$ cat config.mk
export PLATFORM = sky130hd
export DESIGN_NAME = pulse_speed_meter_core
export DESIGN_NICKNAME = d
export VERILOG_FILES = /design/src/hdl/psm_pkg.sv /design/src/hdl/pulse_speed_meter_core.sv /design/src/hdl/psm_div.sv
export SDC_FILE = /design/constraint.sdc
export NUM_CORES = 2
export LEC_CHECK = 0
export BUFFER_PORTS_ARGS = -buffer_cell sky130_fd_sc_hd__buf_4
export CAP_MARGIN = 20
export CORE_MARGIN = 2
export CORE_UTILIZATION = 50
export CTS_CLUSTER_SIZE = 12
export DETAILED_ROUTE_END_ITERATION = 8
export GPL_ROUTABILITY_DRIVEN = 1
export PLACE_DENSITY = 0.66
export SKIP_LAST_GASP = 1
export SLEW_MARGIN = 15
export SYNTH_ARGS = -nofsm -noshare
export SYNTH_HDL_FRONTEND = slang
export SYNTH_HIERARCHICAL = 1
export SYNTH_SLANG_ARGS = --single-unit
$ cat constraint.sdc
create_clock -name clk -period 11.1 [get_ports clk]
set_input_delay 0.555 -clock clk [delete_from_list [all_inputs] [get_ports clk]]
set_output_delay 0.555 -clock clk [all_outputs]
set_load 0.005 [all_outputs]
$ cat src/hdl/psm_pkg.sv
// ----------------------------------------------------------------------------
// psm_pkg: shared definitions for the pulse speed meter
// Ring sizing, register defaults, divider constants, sequencer states and
// the control structs exchanged with the serial divider.
// ----------------------------------------------------------------------------
package psm_pkg;

    // The averaging rings hold 2**AVG_LOG2 entries, so the averages are shifts.
    localparam int AVG_LOG2  = 3;
    localparam int AVG_DEPTH = 1 << AVG_LOG2;
    localparam int IDX_W     = (AVG_LOG2 > 0) ? AVG_LOG2 : 1;

    localparam int RPM_W      = 16;
    localparam int SPD_W      = 32;
    localparam int RPM_SUM_W  = RPM_W + AVG_LOG2;
    localparam int SPD_SUM_W  = SPD_W + AVG_LOG2;
    // Speed total is divided by 2 * AVG_DEPTH * 65536.
    localparam int TENTHS_SHIFT = AVG_LOG2 + 17;

    localparam int TIME_W = 32;
    localparam int DEN_W  = 40;
    localparam int QUOT_W = 26;
    localparam int DIV_CNT_W = $clog2(QUOT_W + 1);

    localparam logic [DEN_W-1:0] RPM_NUMER = DEN_W'(60000000);

    // Configuration register indexes.
    localparam int CFG_IDX_W = 2;
    localparam int CFG_DATA_W = 24;
    localparam logic [CFG_IDX_W-1:0] CFG_DEBOUNCE = 2'd0;
    localparam logic [CFG_IDX_W-1:0] CFG_TIMEOUT  = 2'd1;
    localparam logic [CFG_IDX_W-1:0] CFG_SLOTS    = 2'd2;
    localparam logic [CFG_IDX_W-1:0] CFG_FACTOR   = 2'd3;

    localparam logic [19:0] DEBOUNCE_RST = 20'd1000;
    localparam logic [23:0] TIMEOUT_RST  = 24'd50000;
    localparam logic [7:0]  SLOTS_RST    = 8'd20;
    localparam logic [15:0] FACTOR_RST   = 16'd8277;

    // Input kinds carried on tuser.
    localparam logic FUNC_PULSE = 1'b0;
    localparam logic FUNC_CHECK = 1'b1;

    typedef enum logic [2:0] {
        ST_IDLE,
        ST_CHECK,
        ST_DEN,
        ST_DIVGO,
        ST_DIV,
        ST_RPM,
        ST_MUL,
        ST_SPEED
    } state_t;

    typedef struct packed {
        logic start;
    } div_cmd_t;

    typedef struct packed {
        logic busy;
        logic done;
    } div_sts_t;

endpackage

$ cat src/hdl/pulse_speed_meter_core.sv
// ----------------------------------------------------------------------------
// pulse_speed_meter_core: wheel speed from slotted-disc pulse periods
// Debounces sensor pulses, turns the pulse period into rpm, averages rpm and
// speed over two rings and reports zero speed after an idle timeout.
// ----------------------------------------------------------------------------
// Usage:
//   The input stream carries one event per transfer: tuser says whether it is
//   a sensor rising edge or a time check, tdata holds the microsecond time.
//   The output stream carries at most one result per event: tdata holds the
//   speed in tenths of km/h and the averaged rpm, tuser flags a timeout report.
//   Events that produce nothing (a bounced pulse, a time check before the
//   timeout) simply disappear.
//   The configuration channel is always ready and may be written only while
//   the block is idle.
//   An accepted pulse passes the check, denominator, divider start, the
//   bit-serial rpm divider, rpm and multiply steps to the speed step; a timeout
//   report goes from the check straight to the speed step. A new event is
//   taken once the previous one has left the sequencer.
//   The result sits in an output register, so the block takes the next event
//   while the receiver stalls; only a second result waits for the slot.
//   Reset clears both rings, sums, timestamps and the ring index at once and
//   restores the register defaults.
// ----------------------------------------------------------------------------
module pulse_speed_meter_core (
    input  logic                              clk,
    input  logic                              rst_n,
    // Input stream
    input  logic                              s_axis_tvalid,
    output logic                              s_axis_tready,
    input  logic [31:0]                       s_axis_tdata,   // [31:0] time_us
    input  logic [0:0]                        s_axis_tuser,   // [0] func
    // Output stream
    output logic                              m_axis_tvalid,
    input  logic                              m_axis_tready,
    output logic [31:0]                       m_axis_tdata,   // [15:0] speed_tenths,
                                                              // [31:16] rpm_avg
    output logic [0:0]                        m_axis_tuser,   // [0] from_timeout
    // Configuration write channel
    input  logic                              cfg_valid,
    output logic                              cfg_ready,
    input  logic [psm_pkg::CFG_IDX_W-1:0]     cfg_index,
    input  logic [psm_pkg::CFG_DATA_W-1:0]    cfg_data
);

    // Configuration
    logic [19:0] debounce_reg;
    logic [23:0] timeout_reg;
    logic [7:0]  slots_reg;
    logic [15:0] factor_reg;

    // Sequencer
    psm_pkg::state_t state_reg;
    psm_pkg::state_t state_next;

    // Persistent measurement state
    logic [psm_pkg::TIME_W-1:0]    last_valid_reg;
    logic [psm_pkg::TIME_W-1:0]    last_emit_reg;
    logic [psm_pkg::RPM_W-1:0]     rpm_ring_reg [psm_pkg::AVG_DEPTH];
    logic [psm_pkg::SPD_W-1:0]     spd_ring_reg [psm_pkg::AVG_DEPTH];
    logic [psm_pkg::IDX_W-1:0]     idx_reg;
    logic [psm_pkg::IDX_W-1:0]     idx_next;
    logic [psm_pkg::RPM_SUM_W-1:0] rpm_sum_reg;
    logic [psm_pkg::RPM_SUM_W-1:0] rpm_sum_next;
    logic [psm_pkg::SPD_SUM_W-1:0] spd_sum_reg;
    logic [psm_pkg::SPD_SUM_W-1:0] spd_sum_next;

    // Per-event working registers
    logic [psm_pkg::TIME_W-1:0] time_reg;
    logic                       func_reg;
    logic [psm_pkg::TIME_W-1:0] diff_reg;
    logic [psm_pkg::DEN_W-1:0]  den_reg;
    logic [psm_pkg::RPM_W-1:0]  avg_reg;
    logic [psm_pkg::SPD_W-1:0]  sample_reg;
    logic                       tout_reg;

    // Output slot
    logic        out_valid_reg;
    logic [15:0] out_speed_reg;
    logic [15:0] out_rpm_reg;
    logic        out_tout_reg;

    // Combinational helpers
    logic [psm_pkg::TIME_W-1:0] diff_valid;
    logic [psm_pkg::TIME_W-1:0] diff_emit;
    logic                       pulse_ok;
    logic                       timeout_hit;
    logic [7:0]                 slots_eff;
    logic [psm_pkg::DEN_W-1:0]  den_next;
    logic [psm_pkg::QUOT_W-1:0] quot;
    logic [psm_pkg::RPM_W-1:0]  raw_rpm;
    logic [15:0]                tenths;

    logic in_take;
    logic zero_load;
    logic rpm_load;
    logic spd_load;

    psm_pkg::div_cmd_t div_cmd;
    psm_pkg::div_sts_t div_sts;

    psm_div u_div (
        .clk   (clk),
        .rst_n (rst_n),
        .cmd   (div_cmd),
        .den   (den_reg),
        .sts   (div_sts),
        .quot  (quot)
    );

    assign diff_valid  = time_reg - last_valid_reg;
    assign diff_emit   = time_reg - last_emit_reg;
    assign pulse_ok    = (diff_valid != '0) && (diff_valid >= {12'b0, debounce_reg});
    assign timeout_hit = (diff_valid > {8'b0, timeout_reg}) &&
                         (diff_emit > {8'b0, timeout_reg});
    assign slots_eff   = (slots_reg == '0) ? 8'd1 : slots_reg;
    assign den_next    = psm_pkg::DEN_W'(diff_reg) * psm_pkg::DEN_W'(slots_eff);

    assign raw_rpm = (quot[psm_pkg::QUOT_W-1:psm_pkg::RPM_W] != '0) ?
                     {psm_pkg::RPM_W{1'b1}} : quot[psm_pkg::RPM_W-1:0];

    assign rpm_sum_next = rpm_sum_reg
                        - psm_pkg::RPM_SUM_W'(rpm_ring_reg[idx_reg])
                        + psm_pkg::RPM_SUM_W'(raw_rpm);
    assign spd_sum_next = spd_sum_reg
                        - psm_pkg::SPD_SUM_W'(spd_ring_reg[idx_reg])
                        + psm_pkg::SPD_SUM_W'(sample_reg);
    // The shifted speed total always fits in 15 bits, so no saturation is needed.
    assign tenths = 16'(spd_sum_next[psm_pkg::SPD_SUM_W-1:psm_pkg::TENTHS_SHIFT]);

    assign idx_next = (idx_reg == psm_pkg::IDX_W'(psm_pkg::AVG_DEPTH - 1)) ?
                      '0 : idx_reg + 1'b1;

    always_comb
    begin
        state_next    = state_reg;
        in_take       = 1'b0;
        zero_load     = 1'b0;
        rpm_load      = 1'b0;
        spd_load      = 1'b0;
        div_cmd.start = 1'b0;
        s_axis_tready = 1'b0;
        unique case (state_reg)
            psm_pkg::ST_IDLE:
            begin
                s_axis_tready = 1'b1;
                if (s_axis_tvalid)
                begin
                    in_take    = 1'b1;
                    state_next = psm_pkg::ST_CHECK;
                end
            end
            psm_pkg::ST_CHECK:
            begin
                if (func_reg == psm_pkg::FUNC_PULSE)
                begin
                    state_next = pulse_ok ? psm_pkg::ST_DEN : psm_pkg::ST_IDLE;
                end
                else if (timeout_hit)
                begin
                    zero_load  = 1'b1;
                    state_next = psm_pkg::ST_SPEED;
                end
                else
                begin
                    state_next = psm_pkg::ST_IDLE;
                end
            end
            psm_pkg::ST_DEN:
            begin
                state_next = psm_pkg::ST_DIVGO;
            end
            psm_pkg::ST_DIVGO:
            begin
                div_cmd.start = 1'b1;
                state_next    = psm_pkg::ST_DIV;
            end
            psm_pkg::ST_DIV:
            begin
                if (div_sts.done)
                begin
                    state_next = psm_pkg::ST_RPM;
                end
            end
            psm_pkg::ST_RPM:
            begin
                rpm_load   = 1'b1;
                state_next = psm_pkg::ST_MUL;
            end
            psm_pkg::ST_MUL:
            begin
                state_next = psm_pkg::ST_SPEED;
            end
            psm_pkg::ST_SPEED:
            begin
                // Wait here only while an earlier result still occupies the slot.
                if (!out_valid_reg || m_axis_tready)
                begin
                    spd_load   = 1'b1;
                    state_next = psm_pkg::ST_IDLE;
                end
            end
        endcase
    end

    always_ff @(posedge clk or negedge rst_n)
    begin
        if (!rst_n)
        begin
            state_reg <= psm_pkg::ST_IDLE;
        end
        else
        begin
            state_reg <= state_next;
        end
    end

    // Configuration registers
    always_ff @(posedge clk or negedge rst_n)
    begin
        if (!rst_n)
        begin
            debounce_reg <= psm_pkg::DEBOUNCE_RST;
            timeout_reg  <= psm_pkg::TIMEOUT_RST;
            slots_reg    <= psm_pkg::SLOTS_RST;
            factor_reg   <= psm_pkg::FACTOR_RST;
        end
        else if (cfg_valid)
        begin
            unique case (cfg_index)
                psm_pkg::CFG_DEBOUNCE: debounce_reg <= cfg_data[19:0];
                psm_pkg::CFG_TIMEOUT:  timeout_reg  <= cfg_data[23:0];
                psm_pkg::CFG_SLOTS:    slots_reg    <= cfg_data[7:0];
                psm_pkg::CFG_FACTOR:   factor_reg   <= cfg_data[15:0];
            endcase
        end
    end

    assign cfg_ready = 1'b1;

    // Measurement state, cleared by reset
    always_ff @(posedge clk or negedge rst_n)
    begin
        if (!rst_n)
        begin
            last_valid_reg <= '0;
            last_emit_reg  <= '0;
            idx_reg        <= '0;
            rpm_sum_reg    <= '0;
            spd_sum_reg    <= '0;
            for (int i = 0; i < psm_pkg::AVG_DEPTH; i++)
            begin
                rpm_ring_reg[i] <= '0;
                spd_ring_reg[i] <= '0;
            end
        end
        else
        begin
            if (rpm_load)
            begin
                rpm_sum_reg           <= rpm_sum_next;
                rpm_ring_reg[idx_reg] <= raw_rpm;
            end
            if (spd_load)
            begin
                spd_sum_reg           <= spd_sum_next;
                spd_ring_reg[idx_reg] <= sample_reg;
                idx_reg               <= idx_next;
                last_emit_reg         <= time_reg;
                if (func_reg == psm_pkg::FUNC_PULSE)
                begin
                    last_valid_reg <= time_reg;
                end
            end
        end
    end

    // Working registers
    always_ff @(posedge clk)
    begin
        if (in_take)
        begin
            time_reg <= s_axis_tdata;
            func_reg <= s_axis_tuser[0];
        end
        if (state_reg == psm_pkg::ST_CHECK)
        begin
            diff_reg <= diff_valid;
        end
        if (state_reg == psm_pkg::ST_DEN)
        begin
            den_reg <= den_next;
        end
        if (zero_load)
        begin
            avg_reg    <= '0;
            sample_reg <= '0;
            tout_reg   <= 1'b1;
        end
        else if (rpm_load)
        begin
            avg_reg  <= rpm_sum_next[psm_pkg::RPM_SUM_W-1:psm_pkg::AVG_LOG2];
            tout_reg <= 1'b0;
        end
        if (state_reg == psm_pkg::ST_MUL)
        begin
            sample_reg <= psm_pkg::SPD_W'(avg_reg) * psm_pkg::SPD_W'(factor_reg);
        end
        if (spd_load)
        begin
            // A timeout report carries zero speed whatever the ring average is.
            out_speed_reg <= tout_reg ? 16'd0 : tenths;
            out_rpm_reg   <= avg_reg;
            out_tout_reg  <= tout_reg;
        end
    end

    // Output slot
    always_ff @(posedge clk or negedge rst_n)
    begin
        if (!rst_n)
        begin
            out_valid_reg <= 1'b0;
        end
        else if (spd_load)
        begin
            out_valid_reg <= 1'b1;
        end
        else if (m_axis_tready)
        begin
            out_valid_reg <= 1'b0;
        end
    end

    assign m_axis_tvalid = out_valid_reg;
    assign m_axis_tdata  = {out_rpm_reg, out_speed_reg};
    assign m_axis_tuser  = out_tout_reg;

    // A timeout report always carries zero speed and zero rpm.
    a_timeout_zero: assert property (@(posedge clk) disable iff (!rst_n)
        (m_axis_tvalid && m_axis_tuser[0]) |-> (m_axis_tdata == '0))
        else $error("timeout report with nonzero data");

    // A new result appears only when the sequencer finishes an event.
    a_result_source: assert property (@(posedge clk) disable iff (!rst_n)
        $rose(m_axis_tvalid) |-> $past(state_reg == psm_pkg::ST_SPEED))
        else $error("result appeared outside the final step");

    // The sequencer never waits on an idle divider.
    a_div_active: assert property (@(posedge clk) disable iff (!rst_n)
        (state_reg == psm_pkg::ST_DIV) |-> (div_sts.busy || div_sts.done))
        else $error("waiting on an idle divider");

    // The shared ring position stays inside the rings.
    a_idx_range: assert property (@(posedge clk) disable iff (!rst_n)
        idx_reg <= psm_pkg::IDX_W'(psm_pkg::AVG_DEPTH - 1))
        else $error("ring index out of range");

endmodule

$ cat src/hdl/psm_div.sv
// ----------------------------------------------------------------------------
// psm_div: bit-serial rounded rpm divider
// Computes (60000000 + den/2) / den one quotient bit per cycle with a
// restoring shift-subtract loop over QUOT_W quotient bits.
// ----------------------------------------------------------------------------
module psm_div (
    input  logic                              clk,
    input  logic                              rst_n,
    input  psm_pkg::div_cmd_t                 cmd,
    input  logic [psm_pkg::DEN_W-1:0]         den,
    output psm_pkg::div_sts_t                 sts,
    output logic [psm_pkg::QUOT_W-1:0]        quot
);

    logic [psm_pkg::DEN_W-1:0]     rem_reg;
    logic [psm_pkg::DEN_W-1:0]     rem_next;
    logic [psm_pkg::QUOT_W-1:0]    q_reg;
    logic [psm_pkg::QUOT_W-1:0]    q_next;
    logic [psm_pkg::DIV_CNT_W-1:0] cnt_reg;
    logic [psm_pkg::DIV_CNT_W-1:0] cnt_next;
    logic                          done_reg;
    logic                          done_next;

    logic [psm_pkg::DEN_W-1:0]     numer;
    logic [psm_pkg::DEN_W:0]       shifted;
    logic [psm_pkg::DEN_W:0]       trial;

    // The quotient never exceeds QUOT_W bits, so the upper numerator bits
    // already form a partial remainder below den.
    assign numer   = psm_pkg::RPM_NUMER + {1'b0, den[psm_pkg::DEN_W-1:1]};
    assign shifted = {rem_reg, q_reg[psm_pkg::QUOT_W-1]};
    assign trial   = shifted - {1'b0, den};

    always_comb
    begin
        rem_next  = rem_reg;
        q_next    = q_reg;
        cnt_next  = cnt_reg;
        done_next = 1'b0;
        if (cmd.start)
        begin
            rem_next = psm_pkg::DEN_W'(numer >> psm_pkg::QUOT_W);
            q_next   = numer[psm_pkg::QUOT_W-1:0];
            cnt_next = psm_pkg::DIV_CNT_W'(psm_pkg::QUOT_W);
        end
        else if (cnt_reg != '0)
        begin
            if (!trial[psm_pkg::DEN_W])
            begin
                rem_next = trial[psm_pkg::DEN_W-1:0];
                q_next   = {q_reg[psm_pkg::QUOT_W-2:0], 1'b1};
            end
            else
            begin
                rem_next = shifted[psm_pkg::DEN_W-1:0];
                q_next   = {q_reg[psm_pkg::QUOT_W-2:0], 1'b0};
            end
            cnt_next  = cnt_reg - 1'b1;
            done_next = (cnt_reg == psm_pkg::DIV_CNT_W'(1));
        end
    end

    always_ff @(posedge clk or negedge rst_n)
    begin
        if (!rst_n)
        begin
            cnt_reg  <= '0;
            done_reg <= 1'b0;
        end
        else
        begin
            cnt_reg  <= cnt_next;
            done_reg <= done_next;
        end
    end

    always_ff @(posedge clk)
    begin
        rem_reg <= rem_next;
        q_reg   <= q_next;
    end

    assign sts.busy = (cnt_reg != '0);
    assign sts.done = done_reg;
    assign quot     = q_reg;

endmodule
==> impl_metrics.toml <==
[cells_and_area]
drive_above_1_share = 0.112
final_nets = 6882
diodes = 0
largest_reg_flops = 256
area_growth_pct = 8.80

[routing]
drc = 0
wl_per_cell_um = 19.3
drtAntennaViolNets = 0
num_vias = 43300
drt_iter0_drc = 3042
wl_mm = 149
dr.pass1.iters = 5
vias_per_cell = 5.64

[logic_synthesis]
ys_seq_area_frac = 0.361
yosys.area_share.simple = 0.133
synth_mux_area_frac = 0.0675
synth-edff-count = 209
synth_top_family_by_area = "adder cells"
synthTopCellsByCount = "inv_1, nand2_1, dfrtp_1, fa_1, ha_1"
synthTopCellsByArea = "dfrtp_1, fa_1, edfxtp_1"
synth_top_cell_by_area = "dfrtp_1"
ys_warn_count = 6
synth_compound_area_frac = 0.123
synth.most_common_cell = "inv_1"
synth_top_area_share = 0.234
synth_xor_area_frac = 0.0298
synth.cell_area_um2 = 60200
synthArstFlopShare = 0.698
postSynth.topFlopCell = "dfrtp_1"
avgSynthCellArea_um2 = 10.0
netlist_instances = 6015
ys_types = 91
synth_fa_ha_area_frac = 0.223
synth_seq_cells = 835
syn-num-nets = 6898

[critical_path]
rrSetupSlack_ns = 4.18
cp_slowest_cell = "dfxtp_1"
path_max_fanout = 18
arrival_ns = 7.34
cp.buffers_inverters = 3
path_depth = 22
timing.rr.end = "sample_reg[30]$_SDFFCE_PN0P_"
worstPathRequired_ns = 11.53
r2r_cells = 22
cp_common_cell = "fa_1"
max_stage_delay_ns = 0.79
cp-end-kind = "flip-flop"
crit_path_start = "avg_reg[10]$_SDFFE_PP0P_"
critPathKind = "flip-flop to flip-flop"
crit_path_cell_trace = "nand2_1, fa_1, fa_1, fa_1, inv_1, fa_1, fa_1, inv_1, fa_1, inv_1, ha_1, nand3_1, a21oi_1, o31ai_1, a21oi_1, a221o_1, a22oi_1, o311a_1, o31ai_1, nand2_1, nand4_1, nand3_1"
crit_path_start_kind = "flip-flop"
r2r_start = "avg_reg[10]$_SDFFE_PP0P_"
critPathTopFamily = "adder cells"

[timing]
tns_ns = 0
setup_violations = 0
max_freq_ghz = 0.145
slew_viol_final = 0
finClkSkew_ns = 0.0633
post-route-period-util = 0.623
maxSlewHeadroom = 0.218
worst_slew_pin_slew_ns = 1.17
post-route-min-period_ns = 6.92
rsz0062_at_grt = "false"
hold_violations = 0

[placement]
place.gp.congestion = 0.865
portBuffers = 97
hpwlAfterDp_mm = 105

[status]
status = "finished clean"

[worst_hold_path]
hold_path_end = "time_reg[4]$_DFFE_PP_"
worstHoldPathType = "primary input to flip-flop"
whs_path_depth = 1
holdCritStartpoint = "s_axis_tdata[4]"

[clock_network]
cts_buffers = 92
clockRootBuffer = "clkbuf_16"
clkSinkCount = 835
cts_tree = "yes"
clk_latency_ns = 0.70
cts_buffer_depth = 3
clk_pin_slew_ns = 0.06
cts_setup_buffers = 0
htree_levels = 3

[global_routing]
grt_pass1_wl_mm = 243
grt_overflow = 0
grt.total_usage = 0.247
grt_pass1_vias = 43600
grt_max_degree = 160
antenna_found_initial = 2

[floorplan]
die_x_um = 351
row_count = 127
die-area_um2 = 123000
die_h_um = 351
core-area_um2 = 120000
start_util = 0.503
io-pin-count = 100

[job]
maxCapViolCount = 0
[per-layer routing]
metal	track usage	routed length, um	part of all wire
met2	0.388	67400	0.45
met4	0.0584	3070	0.021
met3	0.0345	8560	0.058
met1	0.361	69700	0.47
met5	0	0	0
[cell usage in the layout, fill, tap and decap left out, drive strengths merged, types with 17 or more instances in the layout]
cell / instances
inv: 721
dfstp: 19
ha: 394
buf: 147
o21a: 26
mux2: 323
nor3: 56
nand4: 64
fa: 425
xor2: 74
a31oi: 28
nand2: 632
a211oi: 45
o21bai: 24
edfxtp: 209
nor4: 18
mux2i: 43
and2: 343
nand3: 63
o21ai: 394
and3: 49
nand2b: 41
clkbuf: 132
xnor2: 129
dfrtp: 564
a22oi: 164
a21o: 96
nor2: 229
nor2b: 68
a221oi: 18
a21oi: 245
clkinv: 25
a22o: 17
dfxtp: 43
[per-stage QoR]
| step | hold WS (ns) | util | cells | setup slack, ns | cell area (um2) |
|---|---|---|---|---|---|
| after floorplan | 0.259 | - | 6015 | 4.44 | 60200 |
| after global placement | 0.461 | 0.522 | 7510 | 4.30 | 62400 |
| final | 0.0419 | 0.548 | 7683 | 4.18 | 65500 |
| after CTS | 0.000849 | 0.547 | 7679 | 4.09 | 65500 |
| after global routing | 0.0140 | 0.548 | 7683 | 3.67 | 65500 |
| after detailed placement | 0.470 | 0.522 | 7512 | 4.13 | 62500 |
[how the worst max path moves through the flow]
stage          slack, ns                           end
2_1_floorplan       4.44   sample_reg[0]$_SDFFCE_PN0P_
3_3_place_gp        4.30  sample_reg[30]$_SDFFCE_PN0P_
3_5_place_dp        4.13  sample_reg[30]$_SDFFCE_PN0P_
4_1_cts             4.09  sample_reg[30]$_SDFFCE_PN0P_
5_1_grt             3.67  sample_reg[30]$_SDFFCE_PN0P_
6_report            4.18  sample_reg[30]$_SDFFCE_PN0P_
[layout make-up]
class,instances,area [um2]
clock buffer,131,2530
clock inverter,35,418
fill,10600,54100
inverter,716,2690
multi-input combinational,4205,34900
sequential,835,21800
tap,1612,2020
timing repair buffer,149,1240
[repair_timing]
action                                 4_1_cts  5_1_grt
endpoints found under the hold margin       93        0
resized for setup                            0        0
hold buffers                                 1        0
[cells by family (layout without fill, tap and decap cells)]
logic type / after synthesis / count (layout)
xor gates and xnor gates: 203 / 203
buffers and inverters: 975 / 1031
DFF: 835 / 835
muxes: 366 / 366
and+or+nand+nor: 1636 / 1636
other: 2 / 2
AOI/OAI and AO/OA: 1179 / 1179
adders and majority gates: 819 / 819
Power is left out: the tool's default activity adds up to more than one toggle a clock period on the data nets, which glitch-free logic cannot reach.
